--- src/design/pita_pkg.sv ---
// Shared constants, types and lane mapping for the point-in-triangle area test.
`timescale 1ns / 1ps
package pita_pkg;

	// Widths along the datapath
	localparam int COORD_W = 16;
	localparam int DIFF_W  = COORD_W + 1;
	localparam int PROD_W  = 2 * DIFF_W;
	localparam int CROSS_W = PROD_W + 1;
	localparam int MAG_W   = 2 * COORD_W + 2;
	localparam int HALF_W  = MAG_W / 2;
	localparam int SQ_W    = 2 * MAG_W;
	localparam int RAD_W   = SQ_W + 2;
	localparam int ROOT_W  = RAD_W / 2;
	localparam int REM_W   = ROOT_W + 3;
	localparam int PSUM_W  = ROOT_W + 2;
	localparam int WHOLE_W = 36;
	localparam int PARTS_W = 38;
	localparam int TOL_W   = 16;
	localparam int NCELL   = ROOT_W;

	// Lanes: whole triangle plus three sub-triangles
	localparam int LANES = 4;
	localparam int NVEC  = 7;
	localparam int NPROD = 6;

	// Configuration port
	localparam int ADDR_W = 3;
	localparam int DATA_W = 32;
	localparam logic REG_TOL = 1'b0;
	localparam logic [TOL_W-1:0] TOL_RESET = TOL_W'(4);

	// Edge vectors
	localparam int VEC_BA = 0;
	localparam int VEC_CA = 1;
	localparam int VEC_PA = 2;
	localparam int VEC_PB = 3;
	localparam int VEC_CB = 4;
	localparam int VEC_PC = 5;
	localparam int VEC_AC = 6;

	// Axes
	localparam int AX_X = 0;
	localparam int AX_Y = 1;
	localparam int AX_Z = 2;

	// Operand vectors of each lane's cross product
	localparam int LANE_U [LANES] = '{VEC_BA, VEC_BA, VEC_PB, VEC_PC};
	localparam int LANE_V [LANES] = '{VEC_CA, VEC_PA, VEC_CB, VEC_AC};

	typedef logic signed [COORD_W-1:0] coord_t;
	typedef logic signed [DIFF_W-1:0]  diff_t;
	typedef logic signed [PROD_W-1:0]  prod_t;
	typedef logic signed [CROSS_W-1:0] cross_t;
	typedef logic [MAG_W-1:0]          mag_t;
	typedef logic [LANES-1:0][RAD_W-1:0] rad_bus_t;

	// One lane of the digit-by-digit root
	typedef struct packed {
		logic [RAD_W-1:0]  rad;
		logic [REM_W-1:0]  rem;
		logic [ROOT_W-1:0] root;
	} sqrt_lane_t;

	typedef sqrt_lane_t [LANES-1:0] sqrt_bus_t;

endpackage

--- src/design/pita_sqrt_cell.sv ---
// One root digit cell: settles one root bit for every lane and passes on.
`timescale 1ns / 1ps
module pita_sqrt_cell import pita_pkg::*; (
	input  logic      clk,
	input  logic      arst_n,
	input  logic      valid_in,
	input  sqrt_bus_t lanes_in,
	output logic      ready_up,
	output logic      valid_out,
	output sqrt_bus_t lanes_out,
	input  logic      ready_dn
);
	logic      valid_q;
	sqrt_bus_t lanes_q;
	sqrt_bus_t lanes_n;
	logic      en;
	logic [REM_W-1:0] rem2 [LANES];
	logic [REM_W-1:0] trial [LANES];

	assign en        = !valid_q || ready_dn;
	assign ready_up  = en;
	assign valid_out = valid_q;
	assign lanes_out = lanes_q;

	// Bring down two radicand bits and try the next root bit
	always_comb begin
		for (int l = 0; l < LANES; l++) begin
			rem2[l]  = {lanes_in[l].rem[REM_W-3:0], lanes_in[l].rad[RAD_W-1 -: 2]};
			trial[l] = REM_W'({lanes_in[l].root, 2'b01});
			lanes_n[l].rad = lanes_in[l].rad << 2;
			if (rem2[l] >= trial[l]) begin
				lanes_n[l].rem  = rem2[l] - trial[l];
				lanes_n[l].root = {lanes_in[l].root[ROOT_W-2:0], 1'b1};
			end else begin
				lanes_n[l].rem  = rem2[l];
				lanes_n[l].root = {lanes_in[l].root[ROOT_W-2:0], 1'b0};
			end
		end
	end

	always_ff @(posedge clk or negedge arst_n) begin
		if (!arst_n) begin
			valid_q <= 1'b0;
		end else if (en) begin
			valid_q <= valid_in;
		end
	end

	always_ff @(posedge clk) begin
		if (en) lanes_q <= lanes_n;
	end

	// Held result stays put while downstream stalls
	a_hold: assert property (@(posedge clk) disable iff (!arst_n)
		valid_q && !ready_dn |=> valid_q && $stable(lanes_q))
		else $error("root cell dropped a stalled request");

	// Lane 0 remainder never exceeds twice the partial root
	a_rem: assert property (@(posedge clk) disable iff (!arst_n)
		valid_q |-> lanes_q[0].rem <= REM_W'({lanes_q[0].root, 1'b0}))
		else $error("root cell remainder out of range");

endmodule

--- config.mk ---
export PLATFORM = sky130hd
export DESIGN_NAME = pita_sqrt_cell
export DESIGN_NICKNAME = d
export VERILOG_FILES = /design/src/design/pita_pkg.sv /design/src/design/pita_sqrt_cell.sv
export SDC_FILE = /design/constraint.sdc
export NUM_CORES = 1
export LEC_CHECK = 0
export ABC_AREA = 1
export BUFFER_PORTS_ARGS = -buffer_cell sky130_fd_sc_hd__buf_2
export CAP_MARGIN = 30
export CORE_AREA = 2 2 445 447
export CTS_CLUSTER_DIAMETER = 120
export DETAILED_ROUTE_END_ITERATION = 8
export DIE_AREA = 0 0 447 449
export PLACE_DENSITY = 0.36
export SLEW_MARGIN = 10
export SYNTH_ARGS = -nofsm -noshare
export SYNTH_HDL_FRONTEND = slang
export SYNTH_SLANG_ARGS = --single-unit
--- constraint.sdc ---
create_clock -name clk -period 12.04 [get_ports clk]
set_input_delay 0.602 -clock clk [delete_from_list [all_inputs] [get_ports clk]]
set_output_delay 0.602 -clock clk [all_outputs]
set_load 0.05 [all_outputs]
; Yosys cells after proc, flatten, opt, wreduce, memory -nomap -nowiden
; Cells that the tools add are included.
[totals]
reg_bits = 565
in_bits = 576
word_cells = 27
[op_classes]
add_sub_neg = 4
order_cmp = 4
muxes = 4
n_reduce_logical = 2
[ops]
columns = operator, n
row1 = $mux W73, 4
row2 = $ge A38 B37 Y1, 4
row3 = $sub A38 B37 Y38, 4
row4 = $logic_not A1 Y1, 1
row5 = $logic_or A1 B1 Y1, 1

; Longest topological paths before layout
[logic_depth]
word_depth = 2
mapped_depth = 16
ltp_nobuf = 15

; Worst setup path after synthesis
; No wires, ideal clock.
[synth_path]
path_type = flip-flop to flip-flop
start = reg valid_q, in the netlist valid_out
end = reg lanes_q (netlist bit lanes_out[0]), enable pin
arrival_ns = 10.094
required_time_ns = 7.971
path_slack_ns = -2.122
stages_incl_launch_ff = 2
n_path_buf = 0
synth_period_minus_slack_ns = 14.162
path_cell_list = dfrtp_1 > nand2_1
[synth_via]
elab_chain_cells = 2
[synth_lines]
columns = element, line
row1 = start: declaration, pita_sqrt_cell.sv:13  ; logic valid_q;
row2 = start signal: assignment, pita_sqrt_cell.sv:45  ; valid_q <= valid_in;
row3 = $logic_not A1 Y1, pita_sqrt_cell.sv:20  ; assign en = !valid_q || ready_dn;
row4 = $logic_or A1 B1 Y1, pita_sqrt_cell.sv:20
row5 = named net ready_up, pita_sqrt_cell.sv:8  ; output logic ready_up,
row6 = end signal: assignment, pita_sqrt_cell.sv:50  ; if (en) lanes_q <= lanes_n;
row7 = end: declaration, pita_sqrt_cell.sv:14  ; sqrt_bus_t lanes_q;
; The timed path passes the listed nets, and every way through them passes these cells.
; A chain may end at the register's enable or synchronous reset.

==> flow_summary.toml <==
[clock_network]
post-cts-setup-buffer-count = 0
clock_tree.root_cell = "sky130_fd_sc_hd__clkbuf_16"
cts_max_level = 3
postCtsResizedCells = 0
clk_pin_slew_worst_paths_ps = 60
cts_num_sinks = 565
ctsLongestPathBuffers = 3
clock_tree_from_tritoncts = "done"
number_of_hold_buffers_added_after_cts = 276
clock_latency_at_the_later_pin_of_the_worst_skew_pair_ps = 710
cts_made_buffers = 79

[synthesis]
synth_edf_count = 564
yosysSeqAreaShare_pct = 54.9
ys_async_sr_fraction_pct = 0.177
synth_area_per_cell_sq_um = 8.62
synth_compound_gate_area_share_pct = 2.74
synth_top_area_share_pct = 54.9
synthCells = 3580
synth_fa_ha_area_share_pct = 6.00
most_used_flip_flop_cell_after_synthesis = "sky130_fd_sc_hd__edfxtp_1"
synth.top_cells.by_count = "sky130_fd_sc_hd__nand2_1 (1409), sky130_fd_sc_hd__inv_1 (608), sky130_fd_sc_hd__edfxtp_1 (564)"
synth_top_family_by_area = "simple AND/OR/NAND/NOR gates"
synth_simple_gate_area_share_pct = 25.8
count_of_state_elements_after_synthesis = 565
yosysUniqueCellTypes = 32
yosys.cell_count.top_type = "sky130_fd_sc_hd__nand2_1"
synth.area.top_cells = "sky130_fd_sc_hd__edfxtp_1 (55%), sky130_fd_sc_hd__nand2_1 (17%), sky130_fd_sc_hd__inv_1 (7.4%)"
ys_warn_count = 0
yosys-mux-area-fraction_pct = 0
mappedNetlistArea_sq_um = 30900
post-synth-top-area-cell = "sky130_fd_sc_hd__edfxtp_1"
post_synth_xor_area_fraction_pct = 2.18

[floorplan]
die_area_sq_um = 201000
die_height_um = 449
io_pins = 1150
row_count = 163
core_area_sq_um = 196000
initial_utilization_pct = 15.7
die_span_x_um = 447

[final_layout]
fin_area_sq_um = 45200
instances_no_fill = 7783
num-fill-cells = 22000
finalNetCount = 5775
layout-area-overhead-vs-synth_pct = 46.4
drive_above_1_share_pct = 25.5

[routing]
post_drt_via_cell_ratio = 3.81
firstDrtPassIters = 5
route.layer.met1.wl_um = 82600
finalWirelength_um = 191000
wl_met3_um = 12400
post-route-drc-count = 0
drt-wirelength-per-cell_um = 24.5
route.vias.total = 29700
met2_length_um = 89800
routed.top_layer = "met5"
drt_iter0_markers = 2187
ant_nets = 0

[setup_path]
timing.critical_path.slowest_cell_delay_ps = 530
path_common_cell = "sky130_fd_sc_hd__nand2_1"
critical_path.startpoint_type = "primary input"
end_kind = "flip-flop"
critPathSlowestCell = "sky130_fd_sc_hd__dlygate4sd3_1"
critPathKind = "primary input to flip-flop"
worstPathRequired_ps = 12480
arrival_ps = 3940
path_max_fanout = 40
crit_path_cell_trace = "dlygate4sd3_1 > buf_2 > inv_1 > ha_1 > nand2_1 > nor2_2 > nand2_1 > nor2_1 > nand2_1 > nand3_2 > nand3_2 > nand2_4 > inv_4 > a21oi_1"

[timing]
setup_viol_count_final = 0
worst_max_slew_pin_slew_ps = 962
grt_setup_unrepaired = "false"
fin_skew_ps = 22.3
finalHoldViolations = 0
relSlewSlack_pct = 35.8
setup-tns-final_ps = 0
timing.final.max_slew_violations = 0
fmax_mhz = 286
layout_min_cycle_time_ps = 3500
final_worst_path_period_share_pct = 29.1

[placed_design]
placedInstanceArea_sq_um = 39700
place_inst = 7333
routabilityCongestion = 0.917
port_buffers = 1133
dp.final_hpwl_um = 164000

[power_and_ir_drop]
worst_ir_drop_vdd_mv = 0.104
leakage_power_nw = 22.0
power_density_nw_per_um2 = 153

[grt]
global_route_wire_length_before_repair_um = 251000
grt_pass1_vias = 29300
grt_remaining_overflow = 0
antenna_found_initial = 137
track_usage_pct = 18.4
maximum_number_of_pins_on_one_net_before_global_route_repair = 137

[status]
outcome = "completed"

[min_path]
hold_class = "primary input to flip-flop"

[job]
drv.max_cap_violation_count = 0
-- worst max-delay path: cells and delay by family --
| kind | cells | cell delay [ps] |
|---|---|---|
| AND/OR/NAND/NOR | 8 | 1420 |
| buffers and inverters | 4 | 1040 |
| adder cells (fa/ha/maj) | 1 | 340 |
| AO/OA/AOI/OAI | 1 | 490 |
-- cell type report --
class                      instances  area [sq um]  share of cell area [%]
sequential                       565         17000                    37.5
clock buffer                      90          2020                    4.46
timing repair buffer            1419          8550                    18.9
tap                             2640          3300                    7.31
inverter                         614          2310                    5.10
clock inverter                    51           593                    1.31
antenna                           32          80.1                   0.177
multi-input combinational       2372         11400                    25.2
-- stage by stage --
step,setup WS (ps),utilization (%),hold slack [ps],total power (W)
6_report,8540,23.0,90.7,0.00693
5_1_grt,8290,23.0,33.4,0.00726
4_1_cts,8590,23.0,0.190,0.00707
3_5_place_dp,8240,20.3,399,0.00449
3_3_place_gp,8250,20.3,400,0.00449
2_1_floorplan,3800,-,306,0.00378
-- path summary, 6_finish.rpt --
check,start,to,slack (ps),cells after the start
worst max-delay path,lanes_in[436],lanes_out[501]$_DFFE_PP_,8540,14
worst min-delay path,lanes_in[100],lanes_out[102]$_DFFE_PP_,90,1
worst max register to register,valid_out$_DFFE_PN0P_,lanes_out[449]$_DFFE_PP_,8960,3
worst min register to register,valid_out$_DFFE_PN0P_,valid_out$_DFFE_PN0P_,1180,2
max in group asynchronous,arst_n,valid_out$_DFFE_PN0P_,11480,2
min in group asynchronous,arst_n,valid_out$_DFFE_PN0P_,460,2
-- logic make-up after synthesis --
family / after synthesis
AO/OA/AOI/OAI: 159
buffers and inverters: 650
flip-flops: 565
adder cells (fa/ha/maj): 148
AND/OR/NAND/NOR: 1980
other: 1
XOR/XNOR: 77
-- flip-flops by register name (all words and copies together), names as in the netlist --
name	cells
lanes_out	564
valid_out	1
-- where the power goes --
group / switching, W / total (W) / internal (W)
clock: 0.00104 / 0.00242 / 0.00137
combinational: 0.00155 / 0.00203 / 0.000481
sequential: 0.0000741 / 0.00248 / 0.00241
total: 0.00266 / 0.00693 / 0.00426
-- layer usage --
metal / global-route usage (%) / vias up
li1: - / 14300
met1: 23.5 / 13900
met2: 30.6 / 1044
met3: 4.14 / 331
met4: 5.50 / 20
met5: 0 / -
-- cells in the final DEF, fill, tap and decap left out, drive strengths merged --
cell,synthesis,final
buf,36,1143
nor2,320,320
clkbuf,0,90
dfrtp,1,1
ha,148,148
o211ai,3,3
xnor2,7,7
diode,0,32
nand3,157,157
nor3,28,28
bufinv,0,7
clkinvlp,0,4
nand3b,38,38
o21ai,34,34
nand4,18,18
edfxtp,564,564
o21bai,11,11
nor3b,3,3
conb,1,8
nor4,1,1
a31oi,3,3
nand2,1415,1415
xor2,70,70
a21oi,108,108
dlygate4sd3,0,276
clkinv,0,35
inv,614,619
(Power assumes the default switching activity.)
