==> src/design/pita_pkg.sv <==
// Shared constants, types and lane mapping for the point-in-triangle area test.
`timescale 1ns / 1ps
package pita_pkg;

	// Widths along the datapath
	localparam int COORD_W = 16;
	localparam int DIFF_W  = COORD_W + 1;
	localparam int PROD_W  = 2 * DIFF_W;
	localparam int CROSS_W = PROD_W + 1;
	localparam int MAG_W   = 2 * COORD_W + 2;
	localparam int HALF_W  = MAG_W / 2;
	localparam int SQ_W    = 2 * MAG_W;
	localparam int RAD_W   = SQ_W + 2;
	localparam int ROOT_W  = RAD_W / 2;
	localparam int REM_W   = ROOT_W + 3;
	localparam int PSUM_W  = ROOT_W + 2;
	localparam int WHOLE_W = 36;
	localparam int PARTS_W = 38;
	localparam int TOL_W   = 16;
	localparam int NCELL   = ROOT_W;

	// Lanes: whole triangle plus three sub-triangles
	localparam int LANES = 4;
	localparam int NVEC  = 7;
	localparam int NPROD = 6;

	// Configuration port
	localparam int ADDR_W = 3;
	localparam int DATA_W = 32;
	localparam logic REG_TOL = 1'b0;
	localparam logic [TOL_W-1:0] TOL_RESET = TOL_W'(4);

	// Edge vectors
	localparam int VEC_BA = 0;
	localparam int VEC_CA = 1;
	localparam int VEC_PA = 2;
	localparam int VEC_PB = 3;
	localparam int VEC_CB = 4;
	localparam int VEC_PC = 5;
	localparam int VEC_AC = 6;

	// Axes
	localparam int AX_X = 0;
	localparam int AX_Y = 1;
	localparam int AX_Z = 2;

	// Operand vectors of each lane's cross product
	localparam int LANE_U [LANES] = '{VEC_BA, VEC_BA, VEC_PB, VEC_PC};
	localparam int LANE_V [LANES] = '{VEC_CA, VEC_PA, VEC_CB, VEC_AC};

	typedef logic signed [COORD_W-1:0] coord_t;
	typedef logic signed [DIFF_W-1:0]  diff_t;
	typedef logic signed [PROD_W-1:0]  prod_t;
	typedef logic signed [CROSS_W-1:0] cross_t;
	typedef logic [MAG_W-1:0]          mag_t;
	typedef logic [LANES-1:0][RAD_W-1:0] rad_bus_t;

	// One lane of the digit-by-digit root
	typedef struct packed {
		logic [RAD_W-1:0]  rad;
		logic [REM_W-1:0]  rem;
		logic [ROOT_W-1:0] root;
	} sqrt_lane_t;

	typedef sqrt_lane_t [LANES-1:0] sqrt_bus_t;

endpackage

==> src/design/pita_if.sv <==


interface pita_out_if import pita_pkg::*; ();
	logic valid;
	logic ready;
	logic inside_res;
	logic [WHOLE_W-1:0] whole_double_area;
	logic [PARTS_W-1:0] parts_double_area;
	modport source (output valid, inside_res, whole_double_area, parts_double_area,
		input ready);
	modport sink (input valid, inside_res, whole_double_area, parts_double_area,
		output ready);
endinterface

==> src/design/pita_back.sv <==
// Back end: sum of sub-areas, mismatch against tolerance, output register.
`timescale 1ns / 1ps
module pita_back import pita_pkg::*; (
	input  logic             clk,
	input  logic             arst_n,
	input  logic             valid_in,
	input  sqrt_bus_t        lanes_in,
	output logic             ready_up,
	input  logic [TOL_W-1:0] tol,
	pita_out_if.source       result_out
);
	logic [1:0] v_q;
	logic [1:0] en;
	logic [ROOT_W-1:0] whole_s1;
	logic [PSUM_W-1:0] parts_s1;
	logic [ROOT_W-1:0] whole_s2;
	logic [PSUM_W-1:0] parts_s2;
	logic              inside_s2;
	logic [PSUM_W-1:0] wide_whole;
	logic [PSUM_W-1:0] diff;

	assign en[1]    = !v_q[1] || result_out.ready;
	assign en[0]    = !v_q[0] || en[1];
	assign ready_up = en[0];

	always_ff @(posedge clk or negedge arst_n) begin
		if (!arst_n) begin
			v_q <= '0;
		end else begin
			if (en[0]) v_q[0] <= valid_in;
			if (en[1]) v_q[1] <= v_q[0];
		end
	end

	// Add the three sub-areas
	always_ff @(posedge clk) begin
		if (en[0]) begin
			whole_s1 <= lanes_in[0].root;
			parts_s1 <= PSUM_W'(lanes_in[1].root) + PSUM_W'(lanes_in[2].root)
				+ PSUM_W'(lanes_in[3].root);
		end
	end

	// Absolute mismatch
	always_comb begin
		wide_whole = PSUM_W'(whole_s1);
		diff = (wide_whole > parts_s1) ? wide_whole - parts_s1 : parts_s1 - wide_whole;
	end

	always_ff @(posedge clk) begin
		if (en[1]) begin
			whole_s2  <= whole_s1;
			parts_s2  <= parts_s1;
			inside_s2 <= diff < PSUM_W'(tol);
		end
	end

	assign result_out.valid             = v_q[1];
	assign result_out.inside_res        = inside_s2;
	assign result_out.whole_double_area = WHOLE_W'(whole_s2);
	assign result_out.parts_double_area = PARTS_W'(parts_s2);

endmodule

==> src/flat_wrapper.sv <==
// flat-port wrapper written by rule: the top's interface ports become plain ports
module pita_back_flat import pita_pkg::*;
  (clk, arst_n, valid_in, lanes_in, ready_up, tol, result_out_valid, result_out_inside_res, result_out_whole_double_area, result_out_parts_double_area, result_out_ready);
  pita_out_if result_out_i ();
  input  logic clk;
  input  logic arst_n;
  input  logic valid_in;
  input  sqrt_bus_t lanes_in;
  output logic ready_up;
  input  logic [TOL_W-1:0] tol;
  output wire logic [$bits(result_out_i.valid)-1:0] result_out_valid;
  output wire logic [$bits(result_out_i.inside_res)-1:0] result_out_inside_res;
  output wire logic [$bits(result_out_i.whole_double_area)-1:0] result_out_whole_double_area;
  output wire logic [$bits(result_out_i.parts_double_area)-1:0] result_out_parts_double_area;
  input wire logic [$bits(result_out_i.ready)-1:0] result_out_ready;
  assign result_out_valid = result_out_i.valid;
  assign result_out_inside_res = result_out_i.inside_res;
  assign result_out_whole_double_area = result_out_i.whole_double_area;
  assign result_out_parts_double_area = result_out_i.parts_double_area;
  assign result_out_i.ready = result_out_ready;
  pita_back u_core (.clk(clk), .arst_n(arst_n), .valid_in(valid_in), .lanes_in(lanes_in), .ready_up(ready_up), .tol(tol), .result_out(result_out_i));
endmodule
==> config.mk <==
export PLATFORM = sky130hd
export DESIGN_NAME = pita_back_flat
export DESIGN_NICKNAME = d
export VERILOG_FILES = /design/src/design/pita_pkg.sv /design/src/design/pita_if.sv /design/src/design/pita_back.sv /design/src/flat_wrapper.sv
export SDC_FILE = /design/constraint.sdc
export NUM_CORES = 1
export LEC_CHECK = 0
export BUFFER_PORTS_ARGS = -buffer_cell sky130_fd_sc_hd__buf_2
export CAP_MARGIN = 20
export CORE_AREA = 2 2 264 266
export CTS_CLUSTER_DIAMETER = 120
export DETAILED_ROUTE_END_ITERATION = 10
export DIE_AREA = 0 0 266 268
export GPL_ROUTABILITY_DRIVEN = 1
export GPL_TIMING_DRIVEN = 1
export SYNTH_ARGS = -nofsm -noshare
export SYNTH_HDL_FRONTEND = slang
export SYNTH_SLANG_ARGS = --single-unit
==> constraint.sdc <==
create_clock -name clk -period 16.4 [get_ports clk]
set_clock_uncertainty 0.1 [all_clocks]
set_input_delay 2.46 -clock clk [delete_from_list [all_inputs] [get_ports clk]]
set_output_delay 2.46 -clock clk [all_outputs]
set_load 0.1 [all_outputs]
**Yosys cells after proc, flatten, opt, wreduce, memory -nomap -nowiden**

Index checks and enable logic that the tools add are counted.

- Register bits after elaboration: 147
- Bits of input ports: 592
- Logic and storage cells: 18

- Reduce and logical (&&, ||, !) cells: 4
- Magnitude comparators: 2
- Mux-type cells: 1
- Add/sub/neg operators: 4

Operator list:

| operator | count |
|---|---|
| $add 37x35->37 | 1 |
| $gt 35x37->1 | 1 |
| $lt 37x16->1 | 1 |
| $mux 37 | 1 |
| $sub 35x37->37 | 1 |
| $sub 37x35->37 | 1 |
| $add 35x35->36 | 1 |
| $logic_not 1->1 | 2 |
| $logic_or 1x1->1 | 2 |

**Longest topological paths before layout**

Gate-level depths: netlist of the first run.

- Depth after elaboration: 3
- Depth in mapped cells: 27
- Mapped depth without buffers: 25

**Worst setup path after synthesis of the first run**

No wires, ideal clock.

- Path kind: input -> output
- Start point: input result_out_ready
- End point: output ready_up
- Cell stages on the path: 1
- Buffers on the path: 0
- Arrival: 4.819 ns
- Slack: 9.021 ns
- Path through: nand3b_1

- Word-level cells in the longest chain between the ends: 2

RTL lines:

| what | RTL line | source |
|---|---|---|
| from (decl) | flat_wrapper.sv:15 | `input wire logic [$bits(result_out_i.ready)-1:0] result_out_ready;` |
| $logic_or 1x1->1 | pita_back.sv:22 | `assign en[1] = !v_q[1] \|\| result_out.ready;` |
| $logic_or 1x1->1 | pita_back.sv:23 | `assign en[0] = !v_q[0] \|\| en[1];` |
| to (decl) | flat_wrapper.sv:9 | `output logic ready_up;` |

Every way passes these cells.

**Final worst setup path of the first run**

- Start point: input lanes_in[154] (netlist name)
- End point: register u_core.parts_s1[34], data pin

- Word-level cells in the longest chain between the ends: 2

RTL lines:

| what | RTL line | source |
|---|---|---|
| from (decl) | flat_wrapper.sv:8 | `input sqrt_bus_t lanes_in;` |
| $add 35x35->36 | pita_back.sv:39 | `parts_s1 <= PSUM_W'(lanes_in[1].root) + PSUM_W'(lanes_in[2].root)` |
| $add 37x35->37 | pita_back.sv:40 | `+ PSUM_W'(lanes_in[3].root);` |
| to (signal assigned) | pita_back.sv:39 |  |
| to (decl) | pita_back.sv:15 | `logic [PSUM_W-1:0] parts_s1;` |

Every way passes these cells.
A chain may end at the register's enable or synchronous reset.

==> out/results.ini, run 1 <==
[cts]
cts.reportedPaths.clkPinSlew_ns=0.07
tritoncts_clock_tree=done
cts_hold_repair.buffers=0
htree_levels=4
post_cts.resized_instances=0
cts_inserted_buffers=17
insertion_delay_ns=0.48
cts_num_sinks=147
root_buffer=clkbuf_16
clockBufferDepth=2
post-cts-setup-buffers=0

[synth]
ys_dominant_reg_cell=edfxtp_1
postSynthAreaPerCell_um2=9.68
synth_warnings=0
synth.top_cells.by_area=edfxtp_1, ha_1, a21oi_1, xnor2_1, inv_1
synth_cell_types=86
dominant_cell_by_count_in_the_synthesized_netlist=ha_1
synth_top_area_share_pct=35.2
synth_enable_flop_cells=145
ys_top_cells_by_count=ha_1, edfxtp_1, a21oi_1
synth_sequential_area_ratio_pct=35.6
synth_top_area_cell=edfxtp_1
synth_cells=1279
synth-async-reset-ratio_pct=1.36
synth.ff_latch_count=147
syn_area_um2=12400

[critical_path]
largest_stage_delay_on_the_critical_path_ns=0.68
worstPathArrival_ns=7.67
worst_ep_required_time_ns=16.52
critical_path.startpoint_type=primary input
critical_path.slowest_cell=o21ai_0
critical-path-top-cell-by-count=a21o_1
critical_path_cell_by_cell=buf_2, ha_1, a21o_1, a21o_1, a21oi_1, nand3_1, o21ai_0, o21a_1, nor2b_1, nor2_1, o21bai_1, a21oi_1, xnor2_1, ha_1, a21o_1, a21oi_1, o21ai_0, a21o_1, a21o_1, a31oi_1, o21ai_1, a211o_1, a21oi_1, xnor2_1
worst-setup-path-type=in2reg
critical-path-top-delay-family=compound AO/OA/AOI/OAI gates
critical_path.endpoint_type=register
critical_path_buf_inv_count=1
maximum_fanout_along_the_worst_path=5

[route]
via_per_inst=4.28
drtAntennaViolNets=0
detailedRoute.firstPassIterationCount=6
initialDrtViolationCount=525
drt_wl_total_um=43100
via_count=10300
remaining_drc_errors=0
wl_per_cell_um=17.9

[power_and_ir_drop]
power_switching_share_pct=51.2
leakage_uw=0.00659
seq_power_share_pct=23.4
switching_power_uw=1380
comb_power_share_pct=62.4
powerDensity_nw_per_um2=180
power.internal_uw=1310
share_clk_of_total_power_pct=14.2
p_total_uw=2690
ir_drop_mv=0.128

[cells_and_area]
area_growth_syn_to_layout_pct=21.1
final_layout_size_suffix_gt1_share_pct=20.1
num-fill-cells=7434
final_net_count=2246

[outcome]
status=finished, final reports clean

[sta]
rsz_0062_raised_after_global_routing=false
worstMarginPinSlew_ns=1.03
slew_limit_headroom_pct=31.1
layout_min_cycle_time_ns=7.55
setup_viol_count_final=0
setup-tns-final_ns=0
finalHoldViolations=0
fmaxAchievable_mhz=132
finalMaxSlewViolations=0
portion_of_the_clock_cycle_consumed_by_the_worst_path_in_the_final_layout_pct=46.1

[die]
start_util_pct=18.1
fp.coreArea_um2=68200
chipWidth_um=266
die-area_um2=71300
pin_count=669
die_height_um=268
placement_rows=96

[global_route]
grt_pass1_vias=10000
antenna_found_initial=28
grt_start_max_net_pins=75
grt.overflow.total=0
grt_first_pass_wirelength_um=62600
groute.usage.overall_pct=12.1

[run]
drv.max_cap_violation_count=0

[worst_hold_path]
hold_path_class=reg2reg

[placement]
port_buffers=234
post_dp_hpwl_um=35800
gp_congestion=0.862

==> layout make-up <==
| type | instances | area, um2 | share of cell area, % |
|---|---|---|---|
| Multi-Input combinational cell | 971 | 7240 | 48.3 |
| Sequential cell | 147 | 4400 | 29.4 |
| Timing Repair Buffer | 238 | 1210 | 8.09 |
| Tap cell | 882 | 1100 | 7.36 |
| Inverter | 120 | 450 | 3.00 |
| Clock buffer | 17 | 425 | 2.84 |
| Clock inverter | 14 | 129 | 0.859 |
| Antenna cell | 12 | 30.0 | 0.200 |
==> per-layer routing <==
layer,wire length (um),up-vias,track usage [%]
met5,30,-,0
met1,19300,4785,15.0
met4,1490,4,5.44
li1,-,5123,-
met2,19600,306,19.4
met3,2750,67,3.61
==> cells by family (layout without fill, tap and decap cells) <==
kind of cell               Yosys count  after routing  synth area share [%]
AOI/OAI and AO/OA                  424            424                  22.8
and+or+nand+nor                    265            265                  10.5
buffers and inverters              162            389                  6.06
adders and majority gates          159            159                  16.3
DFF                                147            147                  35.6
xor gates and xnor gates           103            103                  7.29
muxes                               18             18                  1.48
other                                1             14                0.0303
==> registers in the layout (all words and copies together) (netlist names) <==
signal and count:
u_core.parts_s1 37, u_core.parts_s2 37, u_core.whole_s1 35, u_core.whole_s2 35, u_core.v_q 2, u_core.result_out.inside_res 1
==> power groups by stage <==
stage               sequential [uW]  combinational (uW)  clock [uW]
floorplan                       874                1070           0
global placement                643                1660           0
detailed placement              641                1670           0
CTS                             637                1680         398
global route                    647                1840         409
finish                          632                1680         382
==> stage by stage <==
step | hold slack [ns] | util, % | instances | instance area, um2 | setup WS (ns)
5_1_grt | 0.408 | 22.0 | 2394 | 15000 | 8.39
3_3_place_gp | 0.359 | 21.1 | 2358 | 14400 | 8.28
2_1_floorplan | 0.335 | - | 1280 | 12400 | 9.02
4_1_cts | 0.376 | 21.9 | 2389 | 15000 | 8.74
3_5_place_dp | 0.361 | 21.1 | 2358 | 14400 | 8.23
6_report | 0.379 | 22.0 | 2401 | 15000 | 8.85
==> worst paths after layout <==
path	from	end	slack, ns	depth (start not counted)
hold / removal	u_core.v_q[0]	u_core.v_q[1]	0.38	1
hold reg to reg	u_core.v_q[0]	u_core.v_q[1]	0.38	1
setup reg to reg	u_core.parts_s1[4]	u_core.result_out.inside_res	8.92	24
max in group asynchronous	arst_n	u_core.v_q[0]	14.44	1
setup / recovery	lanes_in[154]	u_core.parts_s1[34]	8.85	24
min in group asynchronous	arst_n	u_core.v_q[1]	1.66	1
==> cell usage in the layout (no fill, tap or decap), drive strengths merged, types with 16 or more instances in the layout <==
| cell type | instances |
|---|---|
| buf | 238 |
| ha | 155 |
| a21oi | 147 |
| edfxtp | 145 |
| inv | 125 |
| o21ai | 79 |
| nand2 | 73 |
| xnor2 | 71 |
| nor2 | 60 |
| a21o | 60 |
| xor2 | 32 |
| nand3 | 28 |
| o21a | 24 |
| o21bai | 21 |
| nor2b | 18 |
| nand4 | 18 |
| clkbuf | 17 |
| mux2i | 16 |
Power figures use the tool's default switching activity.
==> inputs of run 2 (changes only) <==
Settings changed: CORE_AREA 2 2 264 266 to 2 2 259 261, DIE_AREA 0 0 266 268 to 0 0 261 263.
Clock period 16.4 ns to 7.67 ns, I/O delays scaled along.
==> run 2 against run 1 <==
Effect of this change:
- utilization is 0.96 points higher
- die area is 3.7% lower
- cell count is 0.71% lower
- clock power is 120% higher
- sequential share of layout area is 0.12 points lower
- largest cell class unchanged
==> out/results.ini, run 2 (synthesized netlist as in run 1, its figures left out) <==
[die]
die_height_um=263
die-area_um2=68600
fp.coreArea_um2=65600
pin_count=669
start_util_pct=18.9
placement_rows=94
chipWidth_um=261

[cts]
tritoncts_clock_tree=done
cts_inserted_buffers=17
cts_hold_repair.buffers=0
htree_levels=4
post-cts-setup-buffers=0
insertion_delay_ns=0.46
root_buffer=clkbuf_16
cts.reportedPaths.clkPinSlew_ns=0.07
post_cts.resized_instances=0
cts_num_sinks=147
clockBufferDepth=2

[global_route]
grt.overflow.total=0
grt_pass1_vias=9894
grt_start_max_net_pins=55
grt-busiest-layer=met2
met3_routing_resource_usage_after_global_routing_pct=3.74
antenna_found_initial=22
globalRouteMet2Util_pct=20.9
global_route.usage.met1_pct=15.6
groute.usage.overall_pct=12.5
grt_first_pass_wirelength_um=62900

[cells_and_area]
multiInputGateArea_um2=7240
layout_commonest_cell=buf_2
largestRegisters=u_core.parts_s1 x37, u_core.parts_s2 x37
area_growth_syn_to_layout_pct=21.6
final_layout_size_suffix_gt1_share_pct=20.8
layoutNonFillerInstCount=2384
layout_common_cells=buf_2, ha_1, edfxtp_1
sequential_cell_area_um2=4400
num-fill-cells=7212
final_net_count=2255

[sta]
portion_of_the_clock_cycle_consumed_by_the_worst_path_in_the_final_layout_pct=88.9
finalMaxSlewViolations=0
rsz_0062_raised_after_global_routing=false
finalHoldViolations=0
setup-tns-final_ns=0
setup_viol_count_final=0
slew_limit_headroom_pct=43.9
layout_min_cycle_time_ns=6.82
worstMarginPinSlew_ns=0.841
fmaxAchievable_mhz=147

[route]
remaining_drc_errors=0
via_per_inst=4.33
detailedRoute.firstPassIterationCount=5
wl_per_cell_um=18.0
initialDrtViolationCount=536
drt_wl_total_um=42900
drtAntennaViolNets=0
via_count=10300

[placement]
port_buffers=234
gp_congestion=0.874
placed_cells_incl_taps=2349
post_dp_hpwl_um=36000

[power_and_ir_drop]
power.internal_uw=2820
p_total_uw=5810
leakage_uw=0.00667
seq_power_share_pct=23.1
comb_power_share_pct=62.2
powerDensity_nw_per_um2=386
ir_drop_mv=0.221
power_switching_share_pct=51.5
switching_power_uw=2990
share_clk_of_total_power_pct=14.7

[worst_hold_path]
hold_path_class=reg2reg

[critical_path]
maximum_fanout_along_the_worst_path=11
critical_path.endpoint_type=register
critical_path.startpoint_type=register
worstPathArrival_ns=6.94
worst-setup-path-type=reg2reg
worst_ep_required_time_ns=7.79

[outcome]
status=finished, final reports clean

[run]
drv.max_cap_violation_count=0

## run 2: worst paths after layout
path | start | end | slack (ns) | cells past startpoint
setup / recovery | u_core.whole_s1[23] | u_core.result_out.inside_res | 0.85 | 23
hold / removal | u_core.v_q[0] | u_core.v_q[1] | 0.38 | 1
setup reg to reg | u_core.whole_s1[23] | u_core.result_out.inside_res | 0.85 | 23
hold reg to reg | u_core.v_q[0] | u_core.v_q[1] | 0.38 | 1
max in group asynchronous | arst_n | u_core.v_q[0] | 6.93 | 1
min in group asynchronous | arst_n | u_core.v_q[1] | 0.40 | 1
## run 2: cell type report
cell class / count / area share [%]
Inverter: 120 / 2.99
Antenna cell: 3 / 0.0499
Timing Repair Buffer: 247 / 8.43
Multi-Input combinational cell: 971 / 48.1
Tap cell: 864 / 7.18
Sequential cell: 147 / 29.3
Clock inverter: 15 / 1.20
Clock buffer: 17 / 2.83
## run 2: critical path, cell delays in order (launching register included)
cell       delay, ns
edfxtp_1        0.48
ha_1            0.55
nand2_1         0.23
or3_4           0.47
nor2_1          0.23
nand4_1         0.14
nor3b_1         0.19
nor2b_1         0.17
a21oi_2         0.47
buf_4           0.27
mux2i_1         0.26
o211ai_1        0.14
a31o_1          0.23
xor2_1          0.15
ha_1            0.30
a21oi_1         0.15
o22ai_1         0.09
nor4_1          0.17
o2bb2ai_1       0.20
o311ai_0        0.19
or4_1           0.42
a2111oi_0       0.34
nand4_1         0.21
a2111oi_2       0.42
## run 2: routing by layer
layer	routed length, um	vias up	share of wire (%)
li1	-	5135	-
met1	18700	4783	44
met2	20200	323	47
met3	3180	63	7.4
met4	778	12	1.8
met5	85	-	0.20
## run 2: power groups by stage
stage / clock network (uW) / registers (uW) / logic (uW)
after global routing: 919 / 1370 / 3950
after global placement: 0 / 1360 / 3590
after CTS: 885 / 1350 / 3610
final: 856 / 1340 / 3610
after floorplan: 0 / 1870 / 2290
after detailed placement: 0 / 1360 / 3590
## run 2: stage by stage
stage	hold WS (ns)	area (um2)	worst slack [ns]	utilization (%)
after floorplan	0.335	12400	2.09	-
after global placement	0.342	14400	0.767	22.0
after CTS	0.376	15000	0.749	22.9
final	0.380	15100	0.850	22.9
after detailed placement	0.374	14400	0.799	22.0
after global routing	0.378	15000	0.234	22.9
==> inputs of run 3 (changes only) <==
Settings changed: ABC_AREA from default to 1, CORE_AREA 2 2 259 261 to 2 2 261 263, DIE_AREA 0 0 261 263 to 0 0 263 265.
==> run 3 against run 2 <==
Effect of this change:
- fmax rose by 19%
- via count increased by 29%
- cell area increased by 11%
- synthesized cell count grew 52%
==> out/results.ini, run 3 <==
[critical_path]
worstPathArrival_ns=5.94
largest_stage_delay_on_the_critical_path_ns=0.61
critical_path.startpoint_type=register
critical_path.endpoint_type=register
worst_ep_required_time_ns=7.89
critical-path-top-cell-by-count=nand2_1
maximum_fanout_along_the_worst_path=29
critical_path_buf_inv_count=4
worst-setup-path-type=reg2reg
critical_path.slowest_cell=nand2_2
critical-path-top-delay-family=simple AND/OR/NAND/NOR gates

[cts]
cts_inserted_buffers=17
htree_levels=4
post_cts.resized_instances=0
clockBufferDepth=2
cts_hold_repair.buffers=0
insertion_delay_ns=0.49
post-cts-setup-buffers=0
tritoncts_clock_tree=done
cts.reportedPaths.clkPinSlew_ns=0.09
root_buffer=clkbuf_16
cts_num_sinks=147

[synth]
synth_sequential_area_ratio_pct=31.6
dominant_cell_by_count_in_the_synthesized_netlist=nand2_1
synth-async-reset-ratio_pct=1.36
synth.top_cells.by_area=edfxtp_1, nand2_1, ha_1, inv_1, a21oi_1
synth_warnings=0
postSynthAreaPerCell_um2=7.16
synth_cells=1948
synth_cell_types=45
ys_top_cells_by_count=nand2_1, inv_1, a21oi_1
synth_top_area_share_pct=31.2
synth.ff_latch_count=147
synth_enable_flop_cells=145
ys_dominant_reg_cell=edfxtp_1
syn_area_um2=13900
synth_top_area_cell=edfxtp_1

[die]
chipWidth_um=263
placement_rows=95
fp.coreArea_um2=66800
die-area_um2=69700
die_height_um=265
pin_count=669
start_util_pct=20.9

[cells_and_area]
layout_common_cells=nand2_1, inv_1, buf_2
layout_commonest_cell=nand2_1
final_core_utilization_pct=25.1
layoutNonFillerInstCount=3079
area_growth_syn_to_layout_pct=20.3
largestRegisters=u_core.parts_s1 x37, u_core.parts_s2 x37
final_layout_size_suffix_gt1_share_pct=14.2
final_net_count=2942

[run]
drv.max_cap_violation_count=0

[route]
detailedRoute.firstPassIterationCount=5
initialDrtViolationCount=831
met2_length_um=24500
remaining_drc_errors=0
wl_met1_um=23400
via_per_inst=4.31
route.top_layer_used=met5
via_count=13300
drtAntennaViolNets=0
route.met3.wl_um=3550
wl_per_cell_um=17.0
drt_wl_total_um=52500

[global_route]
grt_start_max_net_pins=60
grt.overflow.total=0
grt_first_pass_wirelength_um=77200
groute.usage.overall_pct=14.9
antenna_found_initial=12
grt_pass1_vias=13100

[placement]
gp_congestion=0.918
port_buffers=234
dpl_worst_slack_ns=1.69
post_dp_hpwl_um=44700
placed_cells_incl_taps=3045

[worst_hold_path]
hold_path_class=in2async

[sta]
rsz_0062_raised_after_global_routing=false
portion_of_the_clock_cycle_consumed_by_the_worst_path_in_the_final_layout_pct=74.6
final_critical_path_setup_slack_ns=1.95
fin_hold_ws_ns=0.334
setup-tns-final_ns=0
slew_limit_headroom_pct=40.0
finalHoldViolations=0
layout_min_cycle_time_ns=5.72
fmaxAchievable_mhz=175
finalMaxSlewViolations=0
setup_viol_count_final=0
worstMarginPinSlew_ns=0.900

[power_and_ir_drop]
leakage_uw=0.00859
powerDensity_nw_per_um2=376
ir_drop_mv=0.208

[outcome]
status=finished, final reports clean

[run 3: final cells by class]
class | instances | area, um2
Clock inverter | 15 | 189
Sequential cell | 147 | 4400
Tap cell | 873 | 1090
Clock buffer | 17 | 425
Multi-Input combinational cell | 1424 | 8110
Inverter | 364 | 1370
Antenna cell | 2 | 5.00
Timing Repair Buffer | 237 | 1190
Fill cell | 7507 | 50000
[run 3: final timing paths]
path                       cells after the start                           end  slack [ns]           startpoint
min                                            1                 u_core.v_q[1]        0.33               arst_n
max reg2reg                                   28  u_core.result_out.inside_res        1.95   u_core.parts_s1[3]
max in group asynchronous                      1                 u_core.v_q[0]        7.04               arst_n
min in group clk                               0           u_core.parts_s2[23]        0.39  u_core.parts_s1[23]
min reg2reg                                    0           u_core.parts_s2[23]        0.39  u_core.parts_s1[23]
max                                           28  u_core.result_out.inside_res        1.95   u_core.parts_s1[3]
[run 3: kinds of logic after synthesis]
family,share of synthesized area [%]
AOI/OAI and AO/OA,11.5
xor gates and xnor gates,5.34
adders and majority gates,14.5
buffers and inverters,10.5
DFF,31.6
muxes,0.144
other,0.0269
and+or+nand+nor,26.5
[run 3: stage by stage]
step	power, uW	area, um2
5_1_grt	6840	16800
3_5_place_dp	5380	16200
4_1_cts	6350	16800
3_3_place_gp	5370	16200
2_1_floorplan	4300	14000
6_report	6310	16800
[run 3: power by group]
group          internal [uW]  switching (uW)
Combinational           1150            2880
Clock                    468             447
Sequential              1160             198
Total                   2780            3520
[run 3: per-layer routing]
metal,GRT usage [%],up-vias
met5,0,-
met4,3.95,8
met3,4.27,62
met2,25.5,358
met1,18.4,6052
li1,-,6801
